<file path="config.mk">
export PLATFORM = sky130hd
export DESIGN_NAME = kf2_div
export DESIGN_NICKNAME = d
export VERILOG_FILES = /design/src/design/kf2_pkg.sv /design/src/design/kf2_div.sv
export SDC_FILE = /design/constraint.sdc
export NUM_CORES = 1
export LEC_CHECK = 0
export BUFFER_PORTS_ARGS = -buffer_cell sky130_fd_sc_hd__buf_4
export CORE_MARGIN = 2
export CORE_UTILIZATION = 39
export DETAILED_ROUTE_END_ITERATION = 7
export GPL_ROUTABILITY_DRIVEN = 0
export PLACE_DENSITY_LB_ADDON = 0.1
export SLEW_MARGIN = 30
export SYNTH_ARGS = -nofsm -noshare
export SYNTH_HDL_FRONTEND = slang
export SYNTH_SLANG_ARGS = --single-unit
</file>
<file path="constraint.sdc">
create_clock -name clk_i -period 4.6 [get_ports clk_i]
set_input_delay 0.92 -clock clk_i [delete_from_list [all_inputs] [get_ports clk_i]]
set_output_delay 0.92 -clock clk_i [all_outputs]
set_load 0.03 [all_outputs]
</file>
<file path="src/design/kf2_pkg.sv">
// Shared types and constants for the two-state Kalman filter core.
// No dependencies.
package kf2_pkg;

  localparam int unsigned RegIdxW  = 3;
  localparam logic signed [31:0] QMax = 32'sh7fffffff;
  localparam logic signed [31:0] QMin = 32'sh80000000;

  localparam logic [RegIdxW-1:0] RegTrans00 = 3'd0;
  localparam logic [RegIdxW-1:0] RegTrans01 = 3'd1;
  localparam logic [RegIdxW-1:0] RegTrans10 = 3'd2;
  localparam logic [RegIdxW-1:0] RegTrans11 = 3'd3;
  localparam logic [RegIdxW-1:0] RegMeasNoise = 3'd4;
  localparam logic [RegIdxW-1:0] RegProcPos = 3'd5;
  localparam logic [RegIdxW-1:0] RegProcVel = 3'd6;
  localparam logic [RegIdxW-1:0] RegInitVar = 3'd7;

  // shared unit operations
  typedef enum logic [1:0] {
    OpMul = 2'd0,
    OpAdd = 2'd1,
    OpSub = 2'd2
  } alu_op_e;

  // saturate a 34-bit exact sum to Q16.16
  function automatic logic [32:0] clip_sum(input logic signed [33:0] v);
    logic [32:0] r;
    if (v > 34'sh07fffffff)       r = {1'b1, QMax};
    else if (v < -34'sh080000000) r = {1'b1, QMin};
    else                          r = {1'b0, v[31:0]};
    return r;
  endfunction

endpackage

</file>
<file path="src/design/kf2_div.sv">
// Restoring divider for the Kalman gain: (num * 2^16) / den, truncated, clipped.
// Depends on kf2_pkg. One quotient bit per cycle.
module kf2_div import kf2_pkg::*; (
  input  logic               clk_i,
  input  logic               rst_ni,
  input  logic               start_i,
  input  logic signed [31:0] num_i,
  input  logic signed [31:0] den_i,
  output logic               done_o,
  output logic signed [31:0] quot_o,
  output logic               clip_o
);
  logic [47:0] rem_q, rem_d, quo_q, quo_d, dvd_q, dvd_d;
  logic [30:0] den_q, den_d;
  logic        neg_q, neg_d;
  logic [5:0]  cnt_q, cnt_d;
  logic        busy_q, busy_d;
  logic [48:0] trial;
  logic [47:0] shifted;
  logic [31:0] absnum;

  assign absnum  = num_i[31] ? 32'(-num_i) : num_i;
  assign shifted = {rem_q[46:0], dvd_q[47]};
  assign trial   = {1'b0, shifted} - {18'd0, den_q};

  always_comb begin
    rem_d = rem_q; quo_d = quo_q; dvd_d = dvd_q; den_d = den_q;
    neg_d = neg_q; cnt_d = cnt_q; busy_d = busy_q;
    if (start_i) begin
      rem_d = '0; quo_d = '0;
      dvd_d = {absnum, 16'd0};
      den_d = den_i[30:0];
      neg_d = num_i[31];
      cnt_d = 6'd47;
      busy_d = 1'b1;
    end else if (busy_q) begin
      dvd_d = {dvd_q[46:0], 1'b0};
      if (!trial[48]) begin
        rem_d = trial[47:0];
        quo_d = {quo_q[46:0], 1'b1};
      end else begin
        rem_d = shifted;
        quo_d = {quo_q[46:0], 1'b0};
      end
      cnt_d = cnt_q - 6'd1;
      if (cnt_q == 6'd0) busy_d = 1'b0;
    end
  end

  always_ff @(posedge clk_i or negedge rst_ni) begin
    if (!rst_ni) begin
      busy_q <= 1'b0;
      cnt_q  <= '0;
      done_o <= 1'b0;
    end else begin
      busy_q <= busy_d;
      cnt_q  <= cnt_d;
      done_o <= busy_q && (cnt_q == 6'd0);
    end
  end

  always_ff @(posedge clk_i) begin
    rem_q <= rem_d; quo_q <= quo_d; dvd_q <= dvd_d; den_q <= den_d; neg_q <= neg_d;
  end

  // magnitude is clipped at 2^31-1 (positive) or 2^31 (negative)
  always_comb begin
    clip_o = 1'b0;
    if (!neg_q) begin
      if (quo_q > 48'h7fffffff) begin clip_o = 1'b1; quot_o = QMax; end
      else quot_o = quo_q[31:0];
    end else begin
      if (quo_q > 48'h80000000) begin clip_o = 1'b1; quot_o = QMin; end
      else quot_o = 32'(-quo_q[31:0]);
    end
  end

endmodule

</file>
==> results.yml <==
setup_path:
  arrival_ps: 3600
  crit_path_start_kind: "register"
  worst_setup_path_end_kind: "output port"
  reg2reg_from: "den_q[0]$_DFFE_PP_"
  path_class: "reg -> out"
  r2r_setup_slack_ps: 840
  reg2reg_to: "rem_q[3]$_SDFFE_PP0P_"
  path_max_fanout: 7
  rr_worst_depth: 10
  setup.worst_path.start: "quo_q[9]$_SDFFE_PP0P_"
  cp.required_ps: 3680
placement:
  place_area_um2: 11260
  post-dp-hpwl_um: 17990
  post-place-ws_ps: 388.9
  port_buffers: 99
sta:
  finalWorstSetupSlack_ps: 83.25
  layout_min_cycle_time_ps: 4517
  finalCritPeriodShare: 0.9819
  fmax_mhz: 221.4
  setup_viol: 0
  tightestPinTransition_ps: 912.1
  slew_headroom: 0.3920
  hold_viol: 0
  skew_ps: 12.29
  holdWs_ps: 295.5
  slew_violations: 0
floorplanning:
  die_height_um: 165.8
  core-area_um2: 25910
  design.die.area_um2: 27490
  fp-row-count: 59
  initial_core_util: 0.3941
  ioPinCount: 101
  die_w_um: 165.8
finish:
  final_nets: 1365
  fill_cells: 2546
  area_delta_synth_final_pct: 16.91
  layout_common_cells: "150 x nor2_1, 124 x buf_4, 93 x dfxtp_1, 91 x nand2_1, 76 x a21oi_1"
  diodes: 0
  design_area_um2: 11940
  drive_above_1_share: 0.1506
  final_common_cell: "nor2_1"
global_route:
  first_global_vias: 8521
  met1_usage: 0.2568
  grtUsageMet3: 0.03503
  antenna_found_initial: 0
  gr-total-overflow: 0
  grt_use_total: 0.1884
  grt_max_degree: 70
  grt_pass1_wl_um: 43100
  busiest_layer: "met2"
  met2_usage: 0.3078
clocking:
  htreeDepth: 4
  cts_tree: "done"
  cts_root_buf: "clkbuf_16"
  cts_buffers: 17
  clock_sinks: 167
  clk_pin_slew_ps: 70
  holdBufCountCts: 0
  clkLatencyLatePin_ps: 440
  clockBufferDepth: 2
status:
  outcome: "finished, final reports clean"
pwr:
  p_leak_nw: 5.265
  powerDensity_nw_per_um2: 542.8
  vdd_drop_max_mv: 0.2542
routing:
  post_drt_wl_per_cell_um: 15.95
  drt-initial-drc-count: 528
  avgViaCountPerCell: 5.466
  dr.pass1.iters: 5
  detail-route-antenna-nets: 0
  wirelength_um: 25680
  drcViolationCount: 0
  vias: 8800
synthesis:
  ys_seq_elements: 167
  synth_cell_types: 71
  yosysWarnings: 0
  post_synth.cell_area_avg_um2: 8.602
  synth-main-ff-cell: "dfxtp_1"
  ys_seq_area_frac: 0.3941
  synth_edf_count: 64
  netlist_instances: 1187
  syn-num-nets: 1290
  async_reset_ff_frac: 0.04790
  netlist_area_um2: 10210
hold_path:
  hold_path.class: "in -> async"
run:
  maxCapViolations: 0
[Yosys cell counts (all sizes together) (14+ instances only)]
library cell | number | area, µm²
nand3 | 22 | 110.1
nand2 | 92 | 345.3
edfxtp | 64 | 1922
nor2 | 152 | 573.1
nor3 | 32 | 160.2
a311oi | 19 | 166.4
clkbuf | 60 | 225.2
ha | 35 | 437.9
nand2b | 19 | 118.9
or2 | 14 | 87.58
nor4 | 23 | 143.9
o21ai | 72 | 360.4
o311ai | 18 | 157.6
a21oi | 76 | 380.4
inv | 63 | 236.5
a21o | 14 | 105.1
or4 | 15 | 116.4
xnor2 | 23 | 201.4
xor2 | 37 | 324.1
dfxtp | 95 | 1902
mux2i | 61 | 610.6
or3 | 15 | 98.84
[worst max-delay path by stage]
stage,end,slack (ps),cells past startpoint
6_report,quot_o[31],80,9
5_1_grt,quot_o[7],-8,13
4_1_cts,quot_o[31],30,9
3_5_place_dp,quot_o[4],390,13
3_3_place_gp,quot_o[4],400,13
2_1_floorplan,quot_o[24],130,9
[cell type report]
type / instances / area (µm²) / share of cell area
inverters: 63 / 236.5 / 0.01981
repair buffers: 125 / 942.2 / 0.07892
flip-flops and latches: 167 / 4033 / 0.3378
well taps: 335 / 419.2 / 0.03511
clock buffers: 18 / 429.2 / 0.03595
clock inverters: 14 / 162.7 / 0.01363
multi-input cells: 888 / 5715 / 0.4788
[metal layers]
metal  wire, µm  up-vias  part of all wire
li1           -     4472                 -
met1      12450     4132              0.48
met2      11980      177              0.47
met3        954       19             0.037
met4        294        0             0.011
met5          0        -                 0
[where the power goes]
group          total (mW)  switching (mW)  internal (mW)
clock                1.46           0.649          0.814
sequential           1.99           0.200           1.79
combinational        3.03            1.78           1.25
[logic make-up (layout without fill, tap and decap cells)]
logic type | after synthesis | in the layout | synth area share
DFF | 167 | 167 | 0.3941
xor gates and xnor gates | 60 | 60 | 0.05146
buffers and inverters | 132 | 220 | 0.05012
and+or+nand+nor | 433 | 433 | 0.2054
AOI/OAI and AO/OA | 295 | 295 | 0.1910
muxes | 64 | 64 | 0.06311
adders and majority gates | 36 | 36 | 0.04485
[sequential cells by signal (all words and copies together) (netlist names)]
signal  count
busy_q      1
neg_q       1
den_q      31
rem_q      47
done_o      1
dvd_q      32
quo_q      48
cnt_q       6
[worst max-delay path, cell delays in order (launching register included)]
cell and delay (ps):
dfxtp_4 370, or4_4 540, or2_4 280, or4_4 550
or4b_4 510, or3_4 370, nor2_4 110, xor2_1 160
a21oi_1 90, buf_4 170
[metrics by stage]
step	power (mW)	util	setup TNS (ps)	instances
final	6.480	0.4607	0	1610
after global routing	6.962	0.4607	-8.313	1610
after CTS	6.497	0.4580	0	1605
after detailed placement	4.993	0.4345	0	1572
after global placement	4.976	0.4345	0	1572
after floorplan	4.195	-	0	1187
[timing repair]
action / CTS / global route
resized for setup: 4 / 12
buffers inserted: 1 / 5
endpoints found under the setup margin: 11 / 19
pin swaps: 1 / 5
(Power assumes the default switching activity.)
